File: config.mk
export PLATFORM = sky130hd
export DESIGN_NAME = bps_ctrl
export DESIGN_NICKNAME = d
export VERILOG_FILES = /design/src/design/bps_pkg.sv /design/src/design/bps_ctrl.sv
export SDC_FILE = /design/constraint.sdc
export NUM_CORES = 1
export LEC_CHECK = 0
export BUFFER_PORTS_ARGS = -buffer_cell sky130_fd_sc_hd__buf_4
export CORE_AREA = 2 2 39 41
export DETAILED_ROUTE_END_ITERATION = 8
export DIE_AREA = 0 0 41 43
export GPL_TIMING_DRIVEN = 0
export PLACE_DENSITY = 0.32
export SYNTH_ARGS = -nofsm -noshare
export SYNTH_HDL_FRONTEND = slang
export SYNTH_SLANG_ARGS = --single-unit
export TNS_END_PERCENT = 20
File: constraint.sdc
create_clock -name clock -period 1 [get_ports clock]
set_clock_uncertainty 0.2 [all_clocks]
set_input_delay 0.05 -clock clock [delete_from_list [all_inputs] [get_ports clock]]
set_output_delay 0.05 -clock clock [all_outputs]
set_load 0.05 [all_outputs]
File: src/design/bps_pkg.sv
`timescale 1ns / 1ps
// ----------------------------------------------------------------------------
// Bucketed priority stack package
// Shared constants, codes, state encoding and controller/datapath interface.
// ----------------------------------------------------------------------------
package bps_pkg;

   localparam int DEF_LEVELS      = 16;
   localparam int DEF_CAPACITY    = 256;
   localparam int DEF_ELEM_WIDTH  = 32;

   localparam int ELEMENT_W       = 32;
   localparam int LEVEL_W         = 4;
   localparam int COUNT_OUT_W     = 9;
   localparam int FIELD_LEVELS    = 2 ** LEVEL_W;
   localparam logic [LEVEL_W-1:0] HIGHEST_LEVEL_RESET = 4'd15;

   localparam logic KIND_PUSH = 1'b0;
   localparam logic KIND_POP  = 1'b1;

   typedef enum logic [1:0] {
      ST_OK    = 2'd0,
      ST_LEVEL = 2'd1,
      ST_FULL  = 2'd2,
      ST_EMPTY = 2'd3
   } status_type;

   typedef enum logic [2:0] {
      S_IDLE,
      S_LINK,
      S_UPDATE,
      S_TOP,
      S_REPLY
   } state_type;

   typedef struct packed {
      logic capture;
      logic link_read;
      logic commit;
      logic top_read;
   } ctl_cmd_type;

   typedef struct packed {
      logic fault;
   } ctl_status_type;

endpackage

File: src/design/bps_ctrl.sv
`timescale 1ns / 1ps
// ----------------------------------------------------------------------------
// Bucketed priority stack controller
// Sequences transactions: link read, update unless faulted, top read, reply.
// ----------------------------------------------------------------------------
module bps_ctrl (
   input  logic                    clock,
   input  logic                    reset,
   input  logic                    start,
   output logic                    busy,
   output logic                    rsp_strobe,
   output bps_pkg::ctl_cmd_type    cmd,
   input  bps_pkg::ctl_status_type sts
);
   import bps_pkg::*;

   state_type state_ff;
   state_type state_in;
   logic      ready;

   assign ready = (state_ff == S_IDLE) || (state_ff == S_REPLY);

   always_comb begin
      state_in = state_ff;
      unique case (state_ff)
         S_IDLE: begin
            if (start) state_in = S_LINK;
         end
         S_LINK: begin
            state_in = sts.fault ? S_TOP : S_UPDATE;
         end
         S_UPDATE: begin
            state_in = S_TOP;
         end
         S_TOP: begin
            state_in = S_REPLY;
         end
         S_REPLY: begin
            state_in = start ? S_LINK : S_IDLE;
         end
         default: begin
            state_in = S_IDLE;
         end
      endcase
   end

   always_comb begin
      cmd         = '0;
      cmd.capture = start && ready;
      busy        = !ready;
      rsp_strobe  = 1'b0;
      unique case (state_ff)
         S_IDLE:   ;
         S_LINK:   cmd.link_read = 1'b1;
         S_UPDATE: cmd.commit    = 1'b1;
         S_TOP:    cmd.top_read  = 1'b1;
         S_REPLY:  rsp_strobe    = 1'b1;
         default:  ;
      endcase
   end

   always_ff @(posedge clock) begin
      if (reset) begin
         state_ff <= S_IDLE;
      end else begin
         state_ff <= state_in;
      end
   end

endmodule

==> run metrics, run 1 <==
met3 track demand over resource in global routing=3.14%; layout net count=38; sequential cell area fraction in the yosys report=37.8%; root buffer cell=sky130_fd_sc_hd__clkbuf_4; Placeable Area=1380 µm²; overall power after layout=0.000747 W; setup ws final=-0.351 ns; fraction of power consumed by sequential logic=23.0%; count of pins on the block boundary=10; total routed wirelength=425 µm; initial standard-cell utilization of the core=11.5%; peak clock frequency supported by timing=0.740 GHz; most frequent cells after synthesis=sky130_fd_sc_hd__dfxtp_1, sky130_fd_sc_hd__inv_1, sky130_fd_sc_hd__nor2_1; switching power=0.000302 W; number of antenna violations at the first check in global routing=0; most instantiated flip-flop cell in the synthesis netlist=sky130_fd_sc_hd__dfxtp_1; hold slack final=-0.0117 ns; synthesized netlist net count=21; CTS Buf Count=3; post-detail-place hpwl=293 µm; clock sink count=3; arrival time at the worst endpoint=1.10 ns; number of non-filler instances in the completed layout=49; final core occ=25.9%; Power Internal=0.000445 W; wire length of the first global-routing pass=669 µm; via count of the first global-routing pass=173; peak-usage layer in the global routing report=met4; area of the die=1760 µm²; placed cell areas=277 µm²; endpoints failing hold=1; Top reg by flops=state_ff; proportion of synthesized flip-flops having asynchronous set or reset=0%; clock latency on the worst-skew pair=0.23 ns; Max-Cap Viols=0; synthesized instance count=17; multi-input logic area=120 µm²; global-route met2 utilization=6.56%; met1 Use GR=7.67%; post-synthesis instance area=159 µm²; registers with the most flip-flops=state_ff x3; max reg flops=3; result of the run=finished, violations left; Starting DRT DRC Count=0; post-route design area=359 µm²; Inserted Diodes=0; top fanout value on the critical path=5; clock share of power=28.0%; dominant cells by area after synthesis=sky130_fd_sc_hd__dfxtp_1, sky130_fd_sc_hd__nor3b_2, sky130_fd_sc_hd__o31ai_2, sky130_fd_sc_hd__mux2i_1, sky130_fd_sc_hd__xnor2_1; register bit count reported by yosys=3; worst voltage drop across the vdd grid=0.000570 V; layout cell share with drive strength beyond 1=72.7%; power per cell area=2080 nW/µm²; total number of placement rows=14; DP Worst Slack=-0.253 ns; post-route antenna net violation count=0; # H-tree levels=1; EDFF count, synth=0; Switching Share=40.4%; Final setup violation count=9; Post-CTS Hold Buffers=2; growth of design area from synthesis to finish=126%; routed length per instance=8.67 µm; via count=170; kind of start point of the critical path=flip-flop; max-slew violation count=0; leakage power total=0.149 nW; Slew HR=88.0%; portion of the clock cycle consumed by the worst path in the final layout=135%; post-placement cell count=42; Critical Path Sink Type=primary output; Port Buffers=9; number of warning messages in the yosys log=0; maximum number of pins on one net before global-route repair=7; count of TritonRoute iterations in the first routing pass=1; number of different library cells in the post-synthesis netlist=13; post-synth top area cell=sky130_fd_sc_hd__dfxtp_1; violated checks=hold timing, setup timing; Min Clock Period, post-route=1.35 ns; worst slew pin tran=0.174 ns; worst-case clock buffer depth=2; data required time of the worst path=0.75 ns; fill count=156; post-detailed-route DRC marker count=0; type of the worst setup path=flip-flop to primary output; Synth Area per Inst=9.35 µm²; horizontal die dimension=41 µm; critical path, cell by cell=or2_4 > nor2_4 > buf_6; overall overflow remaining after global route=0; die span in y=43 µm; via-per-instance ratio=3.47; clock transition time at the flip-flop clock pins of the worst setup and hold paths=0.04 ns; path category of the worst min-delay check=input port to flip-flop; CTS tree=built; top cell type's share of synthesized area=37.8%; largest incremental delay on the critical path=0.35 ns; combinational group share of total power=49.0%; cell with the most instances after synthesis=sky130_fd_sc_hd__dfxtp_1; register area=71.3 µm²; RSZ-0062 raised after global routing=yes; gpl congestion=0.679; critical path's slowest cell=sky130_fd_sc_hd__dfxtp_4; GR Util All Layers=6.31%
-- layer usage --
metal  vias up  wire length, µm
li1         89                -
met1        75              209
met2         6              187
met3         0               28
met4         0                0
met5         -                0
-- worst paths after layout --
kind          startpoint           to  slack [ns]  cells past startpoint
max          state_ff[1]       cmd[3]       -0.35                      3
min reg2reg  state_ff[2]  state_ff[1]        0.26                      1
max reg2reg  state_ff[1]  state_ff[0]       -0.09                      3
min                start  state_ff[0]       -0.01                      3
-- per-stage QoR --
step	hold slack, ns	setup TNS (ns)
2_1_floorplan	-0.0784	-2.05
5_1_grt	-0.00331	-2.29
3_5_place_dp	0.0553	-1.40
6_report	-0.0117	-1.93
3_3_place_gp	0.0520	-1.43
4_1_cts	-0.00555	-2.17
-- cell type report --
class / count / share of cell area (%)
clock buffers: 4 / 7.32
multi-input cells: 12 / 33.4
well taps: 16 / 5.57
repair buffers: 12 / 31.7
inverters: 2 / 2.09
flip-flops and latches: 3 / 19.9
-- logic make-up after synthesis --
logic type | count (synthesis) | synth area share (%)
simple gates | 9 | 37.8
flops | 3 | 37.8
buf+inv | 2 | 4.73
compound gates | 1 | 7.87
xor+xnor | 1 | 5.51
mux | 1 | 6.30
-- critical path, delay by kind of cell (launching register included) --
| family | cells | cell delay [ns] |
|---|---|---|
| and+or+nand+nor | 2 | 0.36 |
| DFF | 1 | 0.35 |
| buffers and inverters | 1 | 0.16 |
-- power groups by stage --
stage | combinational [W] | sequential [W] | clock [W]
after floorplan | 0.000239 | 0.000169 | 0
after global placement | 0.000314 | 0.000176 | 0
after detailed placement | 0.000317 | 0.000175 | 0
after CTS | 0.000367 | 0.000174 | 0.000223
after global routing | 0.000384 | 0.000175 | 0.000232
final | 0.000366 | 0.000172 | 0.000209
-- what timing repair did --
item,4_1_cts,5_1_grt
gates cloned,0,0
buffers inserted,1,0
endpoints found under the hold margin,3,1
endpoints found under the setup margin,8,9
pin swaps,2,0
gates resized for setup,8,3
-- cells in the final DEF, fill, tap and decap left out --
cell type	Yosys	layout
sky130_fd_sc_hd__o31ai_2	1	1
sky130_fd_sc_hd__xnor2_1	1	1
sky130_fd_sc_hd__buf_4	0	5
sky130_fd_sc_hd__inv_1	2	1
sky130_fd_sc_hd__nor3b_4	0	1
sky130_fd_sc_hd__nor3_1	1	1
sky130_fd_sc_hd__mux2i_1	1	1
sky130_fd_sc_hd__inv_2	0	1
sky130_fd_sc_hd__clkbuf_1	0	1
sky130_fd_sc_hd__nor3b_2	1	1
sky130_fd_sc_hd__or2_4	0	1
sky130_fd_sc_hd__dfxtp_4	0	3
sky130_fd_sc_hd__clkbuf_4	0	3
sky130_fd_sc_hd__dlygate4sd3_1	0	2
sky130_fd_sc_hd__nor2_4	0	2
sky130_fd_sc_hd__nor2b_1	1	1
sky130_fd_sc_hd__buf_6	0	5
sky130_fd_sc_hd__and3_2	1	1
sky130_fd_sc_hd__nand3b_1	1	1
Note: power is estimated with default switching activity, not from simulation.
==> run 2: changes to the inputs <==
Settings changed: PLACE_DENSITY 0.32 to 0.31.
Clock period 1 ns to 1.5 ns, I/O delays scaled along.
==> run metrics, run 2 (synthesized netlist as in run 1, its figures left out) <==
result of the run=complete, no violations; accumulated negative setup slack=0 ns; r2r endpoint=state_ff[2]; root buffer cell=sky130_fd_sc_hd__clkbuf_4; Switching Share=40.8%; hold path endpoint=state_ff[0]; via count=175; post-detailed-route DRC marker count=0; initial standard-cell utilization of the core=11.5%; fraction of power consumed by sequential logic=25.0%; clock transition time at the flip-flop clock pins of the worst setup and hold paths=0.03 ns; # H-tree levels=1; growth of design area from synthesis to finish=96.9%; count of TritonRoute iterations in the first routing pass=1; layout net count=37; area of the die=1760 µm²; leakage power total=0.139 nW; top fanout value on the critical path=6; Slew HR=88.6%; path category of the worst min-delay check=input port to flip-flop; registers with the most flip-flops=state_ff x3; wire length of the first global-routing pass=607 µm; Placeable Area=1380 µm²; portion of the clock cycle consumed by the worst path in the final layout=96.8%; leading cell type in the layout, fill and taps excluded=sky130_fd_sc_hd__buf_4; layout cell share with drive strength beyond 1=65.6%; post-route antenna net violation count=0; die span in y=43 µm; total number of placement rows=14; DP Worst Slack=0.213 ns; data required time of the worst path=1.22 ns; gpl congestion=0.559; worst-case clock buffer depth=2; Max-Cap Viols=0; clock sink count=3; horizontal die dimension=41 µm; overall overflow remaining after global route=0; Starting DRT DRC Count=0; worst voltage drop across the vdd grid=0.000263 V; endpoints failing hold=0; peak clock frequency supported by timing=0.689 GHz; Final setup violation count=0; switching power=0.000186 W; clock share of power=30.1%; arrival time at the worst endpoint=1.18 ns; Critical Path Sink Type=primary output; Min Clock Period, post-route=1.45 ns; setup ws final=0.0478 ns; clock latency on the worst-skew pair=0.23 ns; Top reg by flops=state_ff; Power Internal=0.000270 W; via count of the first global-routing pass=161; kind of start point of the critical path=flip-flop; combinational group share of total power=44.9%; CTS Buf Count=3; commonest cells after routing, fill and taps aside=sky130_fd_sc_hd__buf_4, sky130_fd_sc_hd__clkbuf_4; count of cells along the worst register-to-register path=3; max-slew violation count=0; power per cell area=1460 nW/µm²; GR Util All Layers=5.81%; Inserted Diodes=0; count of pins on the block boundary=10; Port Buffers=9; Post-CTS Setup Repair Bufs=0; type of the worst setup path=flip-flop to primary output; fill count=159; total routed wirelength=431 µm; maximum number of pins on one net before global-route repair=7; routed length per instance=8.98 µm; via-per-instance ratio=3.65; max reg flops=3; number of antenna violations at the first check in global routing=0; CTS tree=built; Worst Hold Path Cells=3; worst slew pin tran=0.167 ns; worst setup slack for register-to-register paths=0.36 ns; hold slack final=0.000309 ns; FF-to-FF Start=state_ff[2]; Hold Path Origin=start
[run 2: layer usage]
metal,vias to the layer above,wire length [µm],global-route usage (%)
met4,0,0,6.00
met3,0,56,3.14
met5,-,0,0
met1,76,172,5.43
met2,10,201,8.13
li1,89,-,-
[run 2: worst max-delay path by stage]
stage | from | to
floorplan | state_ff[0] | cmd[3]
global placement | state_ff[0] | rsp_strobe
detailed placement | state_ff[0] | cmd[3]
CTS | state_ff[1] | rsp_strobe
global route | state_ff[0] | rsp_strobe
finish | state_ff[0] | cmd[3]
[run 2: worst max-delay path, stage by stage (launching register included)]
cell and delay [ns]:
sky130_fd_sc_hd__dfxtp_2 0.34, sky130_fd_sc_hd__or2_2 0.34, sky130_fd_sc_hd__nor2_2 0.10, sky130_fd_sc_hd__buf_6 0.16
[run 2: metrics by stage]
| stage | power, W | utilization, % | cell area, µm² | cells |
|---|---|---|---|---|
| global placement | 0.000305 | 18.2 | 251 | 42 |
| floorplan | 0.000250 | - | 164 | 17 |
| finish | 0.000457 | 22.6 | 313 | 48 |
| CTS | 0.000466 | 22.3 | 309 | 48 |
| global route | 0.000487 | 22.6 | 313 | 48 |
| detailed placement | 0.000308 | 18.2 | 251 | 42 |
[run 2: timing repair]
action	in CTS	in global routing
gates resized for setup	4	2
endpoints found under the hold margin	3	0
cloned	0	0
hold buffers	2	0
endpoints found under the setup margin	2	2
[run 2: area by class of cell]
cell class,count,area (µm²),share of cell area [%]
Clock buffer,4,26.3,8.40
Multi-Input combinational cell,12,101,32.4
Inverter,2,7.51,2.40
Sequential cell,3,62.6,20.0
Tap cell,16,20.0,6.40
Timing Repair Buffer,11,95.1,30.4
[run 2: power by group through the flow]
stage	Clock (W)	Sequential (W)	Combinational (W)
final	0.000137	0.000114	0.000205
after global routing	0.000151	0.000117	0.000219
after CTS	0.000147	0.000113	0.000205
after detailed placement	0	0.000113	0.000194
after global placement	0	0.000112	0.000193
after floorplan	0	0.000108	0.000142
==> run 3: changes to the inputs <==
Settings changed: ABC_AREA set to 1, PLACE_DENSITY 0.31 to 0.3.
==> run metrics, run 3 <==
portion of the clock cycle consumed by the worst path in the final layout=89.5%; r2r endpoint=state_ff[1]; leading cell type in the layout, fill and taps excluded=sky130_fd_sc_hd__buf_4; Post-CTS Setup Repair Bufs=0; worst setup slack for register-to-register paths=0.46 ns; top fanout value on the critical path=5; result of the run=complete, no violations; registers with the most flip-flops=state_ff x3; maximum number of pins on one net before global-route repair=6; critical path's slowest cell=sky130_fd_sc_hd__dfxtp_1; growth of design area from synthesis to finish=88.6%; leakage power total=0.153 nW; via count=183; largest incremental delay on the critical path=0.33 ns; number of antenna violations at the first check in global routing=0; Hold Path Origin=sts; via-per-instance ratio=3.39; Slew HR=88.4%; data required time of the worst path=1.22 ns; clock transition time at the flip-flop clock pins of the worst setup and hold paths=0.04 ns; accumulated negative setup slack=0 ns; endpoints failing hold=0; FF-to-FF Start=state_ff[2]; horizontal die dimension=41 µm; Critical Path Sink Type=primary output; wire length of the first global-routing pass=593 µm; # H-tree levels=1; Placeable Area=1380 µm²; Port Buffers=9; post-placement cell count=48; post-detailed-route DRC marker count=0; sequential cell area fraction in the yosys report=39.0%; post-synth top area cell=sky130_fd_sc_hd__dfxtp_1; GR Util All Layers=5.72%; Top reg by flops=state_ff; clock latency on the worst-skew pair=0.23 ns; count of TritonRoute iterations in the first routing pass=2; kind of start point of the critical path=flip-flop; EDFF count, synth=0; crit path buf inv count=2; critical path's top delay family=flip-flops; register bit count reported by yosys=3; most instantiated flip-flop cell in the synthesis netlist=sky130_fd_sc_hd__dfxtp_1; via count of the first global-routing pass=156; power per cell area=1540 nW/µm²; placed cell areas=244 µm²; arrival time at the worst endpoint=1.07 ns; count of pins on the block boundary=10; dominant cells by area after synthesis=sky130_fd_sc_hd__dfxtp_1, sky130_fd_sc_hd__nand2_1, sky130_fd_sc_hd__nand2_2, sky130_fd_sc_hd__nor2_1, sky130_fd_sc_hd__inv_1; critical path, cell by cell=nor2_1 > nand2_1 > inv_1 > buf_4; number of warning messages in the yosys log=0; most frequent cells after synthesis=sky130_fd_sc_hd__nand2_1, sky130_fd_sc_hd__nor2_1, sky130_fd_sc_hd__dfxtp_1, sky130_fd_sc_hd__inv_1, sky130_fd_sc_hd__nand2_2; top cell type's share of synthesized area=39.0%; layout net count=43; layout cell share with drive strength beyond 1=47.4%; worst voltage drop across the vdd grid=0.000368 V; peak clock frequency supported by timing=0.745 GHz; Final setup violation count=0; clock sink count=3; post-route design area=290 µm²; RSZ-0062 raised after global routing=no; synthesized instance count=23; post-synthesis instance area=154 µm²; initial standard-cell utilization of the core=11.1%; max reg flops=3; Synth Area per Inst=6.69 µm²; type of the worst setup path=flip-flop to primary output; worst-case clock buffer depth=2; worst slew pin tran=0.174 ns; gpl congestion=0.642; total routed wirelength=382 µm; overall overflow remaining after global route=0; max-slew violation count=0; path category of the worst min-delay check=input port to flip-flop; Worst Hold Path Cells=5; routed length per instance=7.07 µm; proportion of synthesized flip-flops having asynchronous set or reset=0%; commonest cells after routing, fill and taps aside=sky130_fd_sc_hd__buf_4, sky130_fd_sc_hd__nand2_1, sky130_fd_sc_hd__nor2_1; post-route antenna net violation count=0; Min Clock Period, post-route=1.34 ns; area of the die=1760 µm²; Starting DRT DRC Count=2; hold slack final=0.0150 ns; synthesized netlist net count=27; die span in y=43 µm; CTS Buf Count=3; number of non-filler instances in the completed layout=54; number of different library cells in the post-synthesis netlist=9; root buffer cell=sky130_fd_sc_hd__clkbuf_4; Max-Cap Viols=0; Inserted Diodes=0; logic depth of the worst path, buffers included=4; CTS tree=built; total number of placement rows=14; hold path endpoint=state_ff[0]; overall power after layout=0.000446 W; count of cells along the worst register-to-register path=4
## run 3: cell types whose count changed in the layout (fill, tap and decap cells not counted), sizes merged
cell / previous run / this run
nand2: 0 / 8
nor2: 2 / 5
inv: 2 / 4
nor3b: 2 / 0
a21oi: 0 / 1
and3: 1 / 0
and3b: 0 / 1
mux2i: 1 / 0
nand3b: 1 / 0
nor2b: 1 / 0
o31ai: 1 / 0
or2: 1 / 0
xnor2: 1 / 0
## run 3: layout make-up
class                      instances  area, µm²
tap                               16       20.0
inverter                           4       15.0
sequential                         3       60.1
clock buffer                       4       26.3
multi-input combinational         16       81.3
timing repair buffer              11       87.6
fill                             162       1090
## run 3: cells by family after synthesis
| kind of cell | Yosys count | share of synthesized area [%] |
|---|---|---|
| AND/OR/NAND/NOR | 15 | 45.5 |
| buffers and inverters | 4 | 9.75 |
| flip-flops | 3 | 39.0 |
| AO/OA/AOI/OAI | 1 | 5.69 |
## run 3: worst max path at each step
stage / slack, ns / from / end
3_5_place_dp: 0.40 / state_ff[0] / rsp_strobe
2_1_floorplan: 0.06 / state_ff[0] / rsp_strobe
3_3_place_gp: 0.39 / state_ff[0] / cmd[3]
6_report: 0.16 / state_ff[0] / cmd[3]
5_1_grt: 0.09 / state_ff[1] / cmd[3]
4_1_cts: 0.15 / state_ff[0] / rsp_strobe
## run 3: worst reg2reg max path, delay by kind of cell, from the launching register on
family	cells	cell delay, ns
DFF	1	0.35
and+or+nand+nor	3	0.31
buffers and inverters	1	0.07
## run 3: metal layers
layer  vias to the layer above  global-route usage, %  wire length [µm]
met5                         -                      0                 0
met4                         0                   6.00                 0
met3                         0                   4.71                49
met2                         8                   6.25               130
met1                        76                   6.11               202
li1                         99                      -                 -
## run 3: power by group
group	switching [W]	total [W]	internal, W
registers	0.0000132	0.000105	0.0000916
clock network	0.0000399	0.000139	0.0000995
logic	0.000139	0.000202	0.0000629
total	0.000192	0.000446	0.000254
## run 3: metrics by stage
stage	worst slack, ns	utilization, %
global route	0.0923	21.0
CTS	0.149	21.0
finish	0.158	21.0
detailed placement	0.402	17.6
global placement	0.393	17.6
floorplan	0.0567	-
## run 3: what timing repair did
action                                 CTS  global route
hold buffers                             2             0
gates resized for setup                  0             0
endpoints found under the hold margin    3             0
